File: config.mk
export PLATFORM = sky130hd
export DESIGN_NAME = ffpa_ctrl
export DESIGN_NICKNAME = d
export VERILOG_FILES = /design/src/sv/ffpa_pkg.sv /design/src/sv/ffpa_ctrl.sv
export SDC_FILE = /design/constraint.sdc
export NUM_CORES = 1
export LEC_CHECK = 0
export BUFFER_PORTS_ARGS = -buffer_cell sky130_fd_sc_hd__buf_2
export CORE_AREA = 2 2 39 41
export DETAILED_ROUTE_END_ITERATION = 7
export DIE_AREA = 0 0 41 43
export PLACE_DENSITY_LB_ADDON = 0.08
export SYNTH_ARGS = -nofsm -noshare
export SYNTH_HDL_FRONTEND = slang
export SYNTH_SLANG_ARGS = --single-unit
export TNS_END_PERCENT = 1
File: constraint.sdc
create_clock -name clk -period 1.64 [get_ports clk]
set_clock_uncertainty 0.1 [all_clocks]
set_input_delay 0.082 -clock clk [delete_from_list [all_inputs] [get_ports clk]]
set_output_delay 0.082 -clock clk [all_outputs]
set_load 0.02 [all_outputs]
File: src/sv/ffpa_pkg.sv
// shared types and constants of the first-fit pool allocator
// no dependencies; imported by every module of the block
package ffpa_pkg;

  localparam int OFF_W = 21;
  localparam int SZ_W  = 21;
  localparam int REQ_W = 21;
  localparam int REL_W = 20;
  localparam int GR_W  = 20;
  localparam int ST_W  = 2;
  localparam int OP_W  = 3;

  localparam logic [OP_W-1:0] OP_CREATE  = 3'd0;
  localparam logic [OP_W-1:0] OP_ALLOC   = 3'd1;
  localparam logic [OP_W-1:0] OP_FREE    = 3'd2;
  localparam logic [OP_W-1:0] OP_COMPACT = 3'd3;
  localparam logic [OP_W-1:0] OP_ANALYZE = 3'd4;

  localparam logic [ST_W-1:0] ST_OK      = 2'd0;
  localparam logic [ST_W-1:0] ST_NOPOOL  = 2'd1;
  localparam logic [ST_W-1:0] ST_NOFIT   = 2'd2;
  localparam logic [ST_W-1:0] ST_UNKNOWN = 2'd3;

  localparam logic [2:0] REG_POOL_BYTES = 3'd0;

  typedef struct packed {
    logic [OFF_W-1:0] off;
    logic [SZ_W-1:0]  size;
    logic             free;
  } ent_t;

  typedef enum logic [2:0] {
    S_IDLE, S_DISPATCH, S_READ, S_PROC, S_SPLIT, S_FLUSH, S_DONE
  } state_t;

  typedef struct packed {
    logic start;
    logic create;
    logic rd;
    logic proc;
    logic split;
    logic flush;
    logic load;
  } cmd_t;

  typedef struct packed {
    logic is_create;
    logic walk;
    logic split_req;
    logic walk_end;
  } sts_t;

endpackage

File: src/sv/ffpa_ctrl.sv
// sequencer of the allocator: walks the block table one entry at a time
// depends on ffpa_pkg
module ffpa_ctrl
  import ffpa_pkg::*;
(
  input  logic clk,
  input  logic rst_n,
  input  logic in_tvalid,
  output logic in_tready,
  output logic out_tvalid,
  input  logic out_tready,
  input  sts_t sts,
  output cmd_t cmd
);

  state_t state_r, state_nxt;
  logic   out_valid_r, out_valid_nxt;

  always_ff @(posedge clk) begin
    if (!rst_n) begin
      state_r     <= S_IDLE;
      out_valid_r <= 1'b0;
    end else begin
      state_r     <= state_nxt;
      out_valid_r <= out_valid_nxt;
    end
  end

  always_comb begin
    state_nxt     = state_r;
    out_valid_nxt = out_valid_r && !out_tready;
    cmd           = '0;
    in_tready     = 1'b0;
    unique case (state_r)
      S_IDLE: begin
        in_tready = 1'b1;
        if (in_tvalid) begin
          cmd.start = 1'b1;
          state_nxt = S_DISPATCH;
        end
      end
      S_DISPATCH: begin
        if (sts.is_create) begin
          cmd.create = 1'b1;
          state_nxt  = S_DONE;
        end else if (sts.walk) begin
          state_nxt = S_READ;
        end else begin
          state_nxt = S_DONE;
        end
      end
      S_READ: begin
        cmd.rd    = 1'b1;
        state_nxt = S_PROC;
      end
      S_PROC: begin
        cmd.proc = 1'b1;
        if (sts.split_req) state_nxt = S_SPLIT;
        else if (sts.walk_end) state_nxt = S_FLUSH;
        else state_nxt = S_READ;
      end
      S_SPLIT: begin
        cmd.split = 1'b1;
        state_nxt = sts.walk_end ? S_FLUSH : S_READ;
      end
      S_FLUSH: begin
        cmd.flush = 1'b1;
        state_nxt = S_DONE;
      end
      S_DONE: begin
        if (!out_valid_r || out_tready) begin
          cmd.load      = 1'b1;
          out_valid_nxt = 1'b1;
          state_nxt     = S_IDLE;
        end
      end
      default: state_nxt = S_IDLE;
    endcase
  end

  assign out_tvalid = out_valid_r;

endmodule

==> results of run 1 <==
layout by cell type, fill, tap and decap left out:
cell / instances
sky130_fd_sc_hd__and3b_4: 1
sky130_fd_sc_hd__a21oi_1: 3
sky130_fd_sc_hd__nor3b_1: 2
sky130_fd_sc_hd__inv_1: 1
sky130_fd_sc_hd__and4bb_1: 2
sky130_fd_sc_hd__and3_1: 1
sky130_fd_sc_hd__and2_1: 2
sky130_fd_sc_hd__a31oi_1: 1
sky130_fd_sc_hd__nor2_1: 2
sky130_fd_sc_hd__nand3b_1: 2
sky130_fd_sc_hd__o21ai_2: 1
sky130_fd_sc_hd__dfxtp_1: 4
sky130_fd_sc_hd__o21ba_2: 1
sky130_fd_sc_hd__o2111a_1: 1
sky130_fd_sc_hd__nor2b_1: 2
sky130_fd_sc_hd__nand3_1: 1
sky130_fd_sc_hd__o21ai_1: 1
sky130_fd_sc_hd__buf_2: 16
sky130_fd_sc_hd__o31a_1: 1
sky130_fd_sc_hd__nand2b_1: 4
sky130_fd_sc_hd__o21ba_1: 1
sky130_fd_sc_hd__clkbuf_4: 3
sky130_fd_sc_hd__nor3_2: 1
sky130_fd_sc_hd__nand2_1: 1
area by class of cell:
class,count,area [um^2]
Tap cell,16,20.0
Timing Repair Buffer,16,80.1
Sequential cell,4,80.1
Fill cell,156,952
Multi-Input combinational cell,31,225
Inverter,1,3.75
Clock buffer,3,22.5
registers in the layout (all words and copies together), names as in the netlist:
| name | count |
|---|---|
| out_tvalid | 1 |
| state_r | 3 |
worst reg2reg max path, delay by kind of cell (launching register included):
family / cells / cell delay, ps
compound gates: 2 / 380
flops: 1 / 530
simple gates: 1 / 230
path summary, 6_finish.rpt:
check                   from    endpoint
setup reg to reg  state_r[2]  state_r[1]
setup / recovery  state_r[0]      cmd[1]
hold reg to reg   out_tvalid  out_tvalid
hold / removal         rst_n  state_r[1]
through the flow:
| stage | area [um^2] | util | setup slack (ps) | power (mW) |
|---|---|---|---|---|
| finish | 432 | 0.312 | 141 | 0.602 |
| global route | 432 | 0.312 | 38.4 | 0.664 |
| CTS | 432 | 0.312 | 121 | 0.613 |
| detailed placement | 409 | 0.296 | 276 | 0.484 |
| global placement | 409 | 0.296 | 302 | 0.489 |
| floorplan | 343 | - | 238 | 0.437 |
power by group:
group	total, mW	switching (mW)	internal [mW]
sequential	0.202	0.0784	0.123
combinational	0.276	0.144	0.132
clock	0.125	0.0428	0.0820
cells by family after synthesis:
family | count (synthesis) | share of synthesized area
buffers and inverters | 4 | 0.109
DFF | 4 | 0.234
and+or+nand+nor | 21 | 0.438
AOI/OAI and AO/OA | 10 | 0.219
per-layer routing:
layer / wire length (um) / part of all wire / up-vias
met2: 323 / 0.40 / 14
met5: 0 / 0 / -
met4: 8 / 0.0099 / 0
met1: 389 / 0.48 / 134
met3: 89 / 0.11 / 2
li1: - / - / 175
==> run_results.csv, run 1 <==
group,metric,value,unit
status,status,"complete, but fails checks",
status,violated_checks,"negative hold slack",
global_route,antenna_violations_before_repair,0,
yosys,syn_std_cell_area,343,um^2
clocking,cts.root.buffer_cell,"sky130_fd_sc_hd__clkbuf_4",
clocking,path_clk_slew,40,ps
place,placed_cells,68,
setup_path,critical_path.cell_chain,"nor2b_1 > and2_1 > buf_2",
setup_path,worstSetupPathType,"flop to output pin",
sta,final-hold-violation-count,1,
global_route,grt_use_met2,0.153,
clocking,post-cts-setup-buffers,0,
global_route,gr-usage-met3,0.0995,
place,gpl.final_weighted_congestion,0.678,
setup_path,worst_r2r_path_depth,3,
sta,finalSetupViolCount,0,
global_route,number_of_global_route_vias_before_repair,308,
sta,maxSlewHeadroom,0.713,
yosys,share_of_the_yosys_chip_area_belonging_to_registers,0.234,
clocking,tritoncts,"yes",
yosys,synth_edf_count,0,
sta,fmax,667,MHz
global_route,globalRouteTotalUtil,0.124,
place,dp_hpwl,619,um
route,drcViolationCount,0,
yosys,synth_net_count,47,
sta,max_slew.worst_pin.slew,429,ps
global_route,grt_busiest_layer,"met1",
yosys,yosysUniqueCellTypes,23,
floorplanning,row_count,14,
hold_path,hold_depth,2,
global_route,globalRouteOverflowTotal,0,
setup_path,critPathMaxStageDelay,550,ps
yosys,syn_inst,39,
hold_path,holdCritPathClass,"input port to flop",
setup_path,cp_num_cells,3,
route,route.vias.total,325,
cells_and_area,layoutNonFillerInstCount,71,
clocking,clock_tree.htree_level_count,1,
setup_path,endpoint_kind,"output pin",
cells_and_area,area_delta_synth_final,25.9,%
floorplanning,design.portCount,17,
yosys,synthFlopType,"sky130_fd_sc_hd__dfxtp_1",
setup_path,critical_path_arrival,1320,ps
floorplanning,coreArea,0.00138,mm^2
clocking,clockBufferDepth,2,
floorplanning,die-width,41,um
route,wirelength,810,um
route,avgViaCountPerCell,4.58,
clocking,cts.sink_count,4,
floorplanning,starting_density_of_the_core,0.248,
clocking,ctsHoldBuffers,0,
setup_path,worst_ep_required_time,1460,ps
route,avgRoutedWirePerCell,11.4,um
cells_and_area,post_route_cells_drive_above_1_share,0.418,
sta,holdWs,-0.901,ps
pwr,vdd.ir_drop.worst,408,uV
yosys,synth.cells.most_frequent,"sky130_fd_sc_hd__dfxtp_1, sky130_fd_sc_hd__nand2b_1, sky130_fd_sc_hd__a21oi_1, sky130_fd_sc_hd__buf_6",
setup_path,crit_family,"flip-flops",
floorplanning,floorplan.die.height,43,um
floorplanning,floorplan.die_area,0.00176,mm^2
clocking,numCtsBuffers,3,
setup_path,critical-path-slowest-cell,"sky130_fd_sc_hd__dfxtp_1",
global_route,first_pass_grt_wire_length,1390,um
route,number_of_drc_markers_after_the_initial_detailed_route_iteration,1,
clocking,resized_gates_after_cts,0,
sta,min_period_over_period,0.914,
setup_path,rrSetupSlack,290,ps
yosys,ys.warnings.count,0,
yosys,post-synth-top-area-fraction,0.234,
pwr,p_leak,0.209,nW
setup_path,critical_path.n_buffers_inverters,1,
sta,final-max-slew-violation-count,0,
yosys,yosysTopAreaCell,"sky130_fd_sc_hd__dfxtp_1",
pwr,power_density,1400,mW/mm^2
route,pre_repair_dr_iteration_count,3,
cells_and_area,final_net_count,65,
setup_path,timing.critical_path.from_type,"flop",
job,cap_viol_max_count,0,
route,ant_nets,0,
sta,rsz0062_at_grt,"false",
place,port-buffer-count,16,
cells_and_area,insertedDiodeCount,0,
sta,fin_crit,1500,ps
yosys,synth_seq_cells,4,
global_route,grt_max_degree,14,
setup_path,worst-path-max-fanout,13,
yosys,synthTopCellsByArea,"sky130_fd_sc_hd__dfxtp_1, sky130_fd_sc_hd__buf_6, sky130_fd_sc_hd__and4bb_1",
clocking,clock_insertion_delay_worst_skew,240,ps
sta,fin_tns_setup,0,ps
global_route,grt.met1_usage,0.161,
yosys,asyncSetResetFlopFracSynth,0,
yosys,post_synth.cell_area_avg,8.79,um^2
Note: power is estimated with default switching activity, not from simulation.
==> run 2: changes to the inputs <==
PLACE_DENSITY = 0.46   (was default)
PLACE_DENSITY_LB_ADDON = default   (was 0.08)
==> run 2 against run 1 <==
Effect of this change:
- the flow now finishes without violations
- non-clock buffer count is the same
- highest routed layer is now met3
- clock-buffer cell count is the same
- largest cell class unchanged
- maximum frequency grew 2.2%
==> run_results.csv, run 2 (synthesized netlist as in run 1, its figures left out) <==
group,metric,value,unit
status,status,"finished, final reports clean",
route,route.vias.total,325,
setup_path,endpoint_kind,"output pin",
clocking,post-cts-setup-buffers,0,
floorplanning,design.portCount,17,
cells_and_area,insertedDiodeCount,0,
floorplanning,coreArea,0.00138,mm^2
global_route,first_pass_grt_wire_length,1190,um
sta,final-hold-violation-count,0,
setup_path,critical-path-slowest-cell,"sky130_fd_sc_hd__dfxtp_1",
cells_and_area,final_common_cell,"sky130_fd_sc_hd__buf_2",
floorplanning,floorplan.die.height,43,um
cells_and_area,layoutNonFillerInstCount,71,
pwr,power_density,1380,mW/mm^2
cells_and_area,final_net_count,65,
sta,max_slew.worst_pin.slew,419,ps
global_route,grt_max_degree,14,
clocking,clockBufferDepth,2,
setup_path,timing.critical_path.from_type,"flop",
place,gpl.final_weighted_congestion,0.678,
sta,min_period_over_period,0.894,
setup_path,timing.critical_path.from,"state_r[0]",
route,drcViolationCount,0,
setup_path,critical_path.n_buffers_inverters,1,
sta,maxSlewHeadroom,0.720,
floorplanning,die-width,41,um
route,wirelength,777,um
sta,final-max-slew-violation-count,0,
setup_path,timing.rr.end,"state_r[1]",
place,placed_cells,68,
setup_path,critPathMaxStageDelay,550,ps
global_route,globalRouteTotalUtil,0.0994,
clocking,clock_tree.htree_level_count,1,
place,detailed_place.area,409,um^2
hold_path,hold_depth,2,
place,place_worst_setup_slack,288,ps
setup_path,rrSetupSlack,280,ps
cells_and_area,post_route_cells_drive_above_1_share,0.418,
clocking,cts.root.buffer_cell,"sky130_fd_sc_hd__clkbuf_4",
place,port-buffer-count,16,
cells_and_area,largest_register_ffs,3,
cells_and_area,finish.instance_area,432,um^2
clocking,tritoncts,"yes",
setup_path,worst_ep_required_time,1460,ps
floorplanning,floorplan.die_area,0.00176,mm^2
sta,fin_tns_setup,0,ps
cells_and_area,most-common-layout-cells,"sky130_fd_sc_hd__buf_2, sky130_fd_sc_hd__nand2b_1, sky130_fd_sc_hd__dfxtp_1",
cells_and_area,regMostFlops,"state_r",
pwr,vdd.ir_drop.worst,510,uV
clocking,path_clk_slew,40,ps
setup_path,worst_r2r_path_depth,3,
route,ant_nets,0,
clocking,clock_insertion_delay_worst_skew,230,ps
clocking,numCtsBuffers,3,
route,avgViaCountPerCell,4.58,
setup_path,critical_path_arrival,1280,ps
cells_and_area,utilization,0.312,
pwr,p_leak,0.209,nW
floorplanning,starting_density_of_the_core,0.248,
route,avgRoutedWirePerCell,10.9,um
pwr,post-layout-total-power,598,uW
hold_path,hold-path-endpoint,"state_r[1]",
sta,finalSetupViolCount,0,
sta,fin_crit,1470,ps
sta,fmax,682,MHz
cells_and_area,area_delta_synth_final,25.9,%
clocking,cts.sink_count,4,
route,pre_repair_dr_iteration_count,4,
hold_path,holdCritPathClass,"input port to flop",
sta,holdWs,14.2,ps
setup_path,crit_family,"flip-flops",
cells_and_area,fillers,165,
floorplanning,row_count,14,
hold_path,timing.hold.worst.start,"rst_n",
sta,rsz0062_at_grt,"false",
global_route,globalRouteOverflowTotal,0,
setup_path,worstSetupPathType,"flop to output pin",
global_route,number_of_global_route_vias_before_repair,295,
setup_path,crit-reg2reg-launch,"state_r[2]",
route,number_of_drc_markers_after_the_initial_detailed_route_iteration,6,
clocking,ctsHoldBuffers,0,
global_route,antenna_violations_before_repair,0,
clocking,resized_gates_after_cts,0,
setup_path,critical_path.cell_chain,"nor2b_1 > and2_1 > buf_2",
setup_path,worst-path-max-fanout,13,
sta,post-route-worst-setup-slack,174,ps
job,cap_viol_max_count,0,
place,dp_hpwl,569,um
[run 2: cell counts in the layout (fill, tap and decap cells not counted)]
Identical to the previous run, type by type.
[run 2: how the worst max path moves through the flow]
| stage | end | slack (ps) | cells after the start |
|---|---|---|---|
| 6_report | cmd[1] | 170 | 3 |
| 5_1_grt | cmd[1] | 40 | 3 |
| 4_1_cts | cmd[1] | 160 | 3 |
| 3_5_place_dp | state_r[1] | 290 | 3 |
| 3_3_place_gp | state_r[1] | 320 | 3 |
| 2_1_floorplan | state_r[1] | 240 | 3 |
[run 2: worst register-to-register path, delay by kind of cell, from the launching register on]
kind,cells,cell delay [ps]
flip-flops,1,530
AO/OA/AOI/OAI,2,390
AND/OR/NAND/NOR,1,230
[run 2: layout make-up]
class / instances / area (um^2) / area share
well taps: 16 / 20.0 / 0.0464
inverters: 1 / 3.75 / 0.00870
clock buffers: 3 / 22.5 / 0.0522
repair buffers: 16 / 80.1 / 0.186
multi-input cells: 31 / 225 / 0.522
flip-flops and latches: 4 / 80.1 / 0.186
[run 2: power breakdown]
part	switching, mW	internal [mW]
Sequential	0.0763	0.123
Clock	0.0416	0.0820
Combinational	0.143	0.132
[run 2: layer usage]
metal	track usage	share of wire	wire, um	vias to the layer above
li1	-	-	-	174
met1	0.138	0.47	366	142
met2	0.128	0.47	368	9
met4	0.0800	0	0	0
met5	0	0	0	-
met3	0.0157	0.055	43	0
==> run 3: changes to the inputs <==
ABC_AREA = 1   (was default)
PLACE_DENSITY = default   (was 0.46)
PLACE_DENSITY_LB_ADDON = 0.2   (was default)
==> run 3 against run 2 <==
Effect of this change:
- global-route usage up 0.59 points
- combinational power up 29%
- critical path depth up 2
- synthesized area down 5.8%
- clock-buffer cell count unchanged
- synthesized cell count up 44%
- sequential power down 8%
- critical endpoint is now cmd[5]
==> run_results.csv, run 3 <==
group,metric,value,unit
status,status,"finished, final reports clean",
yosys,synthFlopType,"sky130_fd_sc_hd__dfxtp_1",
yosys,asyncSetResetFlopFracSynth,0,
clocking,path_clk_slew,40,ps
global_route,globalRouteTotalUtil,0.105,
global_route,gr-usage-met3,0.0157,
job,cap_viol_max_count,0,
global_route,number_of_global_route_vias_before_repair,334,
global_route,grt_max_degree,9,
pwr,sequentialPowerShare,0.282,
sta,max_slew.worst_pin.slew,313,ps
global_route,first_pass_grt_wire_length,1200,um
yosys,post-synth-top-area-fraction,0.248,
sta,final-max-slew-violation-count,0,
sta,final-hold-violation-count,0,
setup_path,critPathMostFrequentCell,"sky130_fd_sc_hd__nor2_1",
cells_and_area,most-common-layout-cells,"sky130_fd_sc_hd__buf_2, sky130_fd_sc_hd__inv_1, sky130_fd_sc_hd__nand2_1",
yosys,synth_seq_cells,4,
floorplanning,coreArea,0.00138,mm^2
yosys,synth_net_count,64,
sta,fmax,693,MHz
setup_path,worst-path-max-fanout,8,
place,placed_cells,87,
sta,holdWs,65.8,ps
pwr,vdd.ir_drop.worst,613,uV
cells_and_area,post_route_cells_drive_above_1_share,0.400,
clocking,post-cts-setup-buffers,0,
cells_and_area,utilization,0.324,
yosys,yosysTopAreaCell,"sky130_fd_sc_hd__dfxtp_1",
route,route.vias.total,372,
place,port-buffer-count,16,
clocking,numCtsBuffers,3,
clocking,clock_insertion_delay_worst_skew,230,ps
pwr,power.share.switching,0.494,
clocking,tritoncts,"yes",
cells_and_area,area_delta_synth_final,38.8,%
setup_path,critPathMaxStageDelay,490,ps
global_route,antenna_violations_before_repair,0,
route,avgViaCountPerCell,4.09,
route,avgRoutedWirePerCell,7.75,um
floorplanning,floorplan.die_area,0.00176,mm^2
floorplanning,die-width,41,um
yosys,syn_inst,56,
place,place_worst_setup_slack,428,ps
pwr,p_leak,0.263,nW
pwr,internal_power,332,uW
global_route,grt_busiest_layer,"met2",
yosys,synth_edf_count,0,
sta,finalSetupViolCount,0,
setup_path,critical_path_arrival,1260,ps
place,gpl.final_weighted_congestion,0.654,
clocking,ctsHoldBuffers,1,
pwr,clockPowerShare,0.179,
floorplanning,floorplan.die.height,43,um
cells_and_area,layoutNonFillerInstCount,91,
yosys,share_of_the_yosys_chip_area_belonging_to_registers,0.248,
sta,fin_tns_setup,0,ps
route,ant_nets,0,
floorplanning,starting_density_of_the_core,0.233,
setup_path,endpoint_kind,"output pin",
pwr,pwr-share-comb,0.539,
sta,rsz0062_at_grt,"false",
cells_and_area,largest_register_ffs,3,
clocking,clockBufferDepth,2,
route,drcViolationCount,0,
yosys,syn_std_cell_area,323,um^2
setup_path,worst_ep_required_time,1460,ps
setup_path,worstSetupPathType,"flop to output pin",
sta,post-route-worst-setup-slack,197,ps
floorplanning,row_count,14,
cells_and_area,regMostFlops,"state_r",
sta,maxSlewHeadroom,0.791,
clocking,cts.root.buffer_cell,"sky130_fd_sc_hd__clkbuf_4",
setup_path,critical_path.cell_chain,"inv_2 > nor2_1 > nand2_1 > nor2_1 > buf_2",
yosys,synthMostInstantiatedCell,"sky130_fd_sc_hd__inv_1",
cells_and_area,final_common_cell,"sky130_fd_sc_hd__buf_2",
cells_and_area,insertedDiodeCount,0,
global_route,globalRouteOverflowTotal,0,
route,number_of_drc_markers_after_the_initial_detailed_route_iteration,4,
clocking,resized_gates_after_cts,0,
route,wirelength,705,um
place,dp_hpwl,606,um
pwr,power_switching,323,uW
setup_path,timing.critical_path.from_type,"flop",
route,pre_repair_dr_iteration_count,4,
global_route,grt_use_met2,0.150,
sta,fin_crit,1440,ps
sta,min_period_over_period,0.880,
clocking,clock_tree.htree_level_count,1,
setup_path,critical-path-slowest-cell,"sky130_fd_sc_hd__dfxtp_1",
cells_and_area,final_net_count,85,
global_route,grt.met1_usage,0.115,
clocking,cts.sink_count,4,
yosys,post_synth.cell_area_avg,5.76,um^2
hold_path,holdCritPathClass,"input port to flop",
yosys,yosysUniqueCellTypes,15,
yosys,synth.cells.most_frequent,"sky130_fd_sc_hd__inv_1, sky130_fd_sc_hd__nand2_1, sky130_fd_sc_hd__nor2_1",
yosys,ys.warnings.count,0,
pwr,power_density,1460,mW/mm^2
floorplanning,design.portCount,17,
yosys,synthTopCellsByArea,"sky130_fd_sc_hd__dfxtp_1, sky130_fd_sc_hd__inv_1, sky130_fd_sc_hd__nand2_1",
-- run 3: path summary, 6_finish.rpt --
check        depth (start not counted)         end  slack [ps]        from
max                                  5      cmd[5]         200  state_r[0]
min                                  4  out_tvalid          70  out_tready
max reg2reg                          7  state_r[0]         430  state_r[2]
min reg2reg                          4  out_tvalid         490  out_tvalid
-- run 3: layer usage --
layer	share of wire	vias to the layer above
met5	0	-
met4	0.011	0
met3	0.047	2
met2	0.51	9
met1	0.43	154
li1	-	207
-- run 3: cell type report --
type	instances	area [um^2]
Clock buffer	3	22.5
Fill cell	159	936
Inverter	15	56.3
Multi-Input combinational cell	36	179
Sequential cell	4	80.1
Tap cell	16	20.0
Timing Repair Buffer	17	90.1
-- run 3: critical path: cells and delay by family, from the launching register on --
family | cells | cell delay, ps
buffers and inverters | 2 | 240
flip-flops | 1 | 490
AND/OR/NAND/NOR | 3 | 290
-- run 3: power by group through the flow --
stage	clock network [mW]	logic [mW]	registers, mW
finish	0.118	0.353	0.184
global route	0.129	0.405	0.193
CTS	0.125	0.361	0.185
detailed placement	0	0.358	0.186
global placement	0	0.356	0.189
floorplan	0	0.292	0.158
-- run 3: stage by stage --
stage	power, mW	cell area (um^2)
final	0.655	448
after global routing	0.727	448
after CTS	0.671	448
after detailed placement	0.545	415
after global placement	0.545	415
after floorplan	0.450	323
-- run 3: logic make-up after synthesis --
family / share of synthesized area
and+or+nand+nor: 0.465
buffers and inverters: 0.198
DFF: 0.248
AOI/OAI and AO/OA: 0.0891
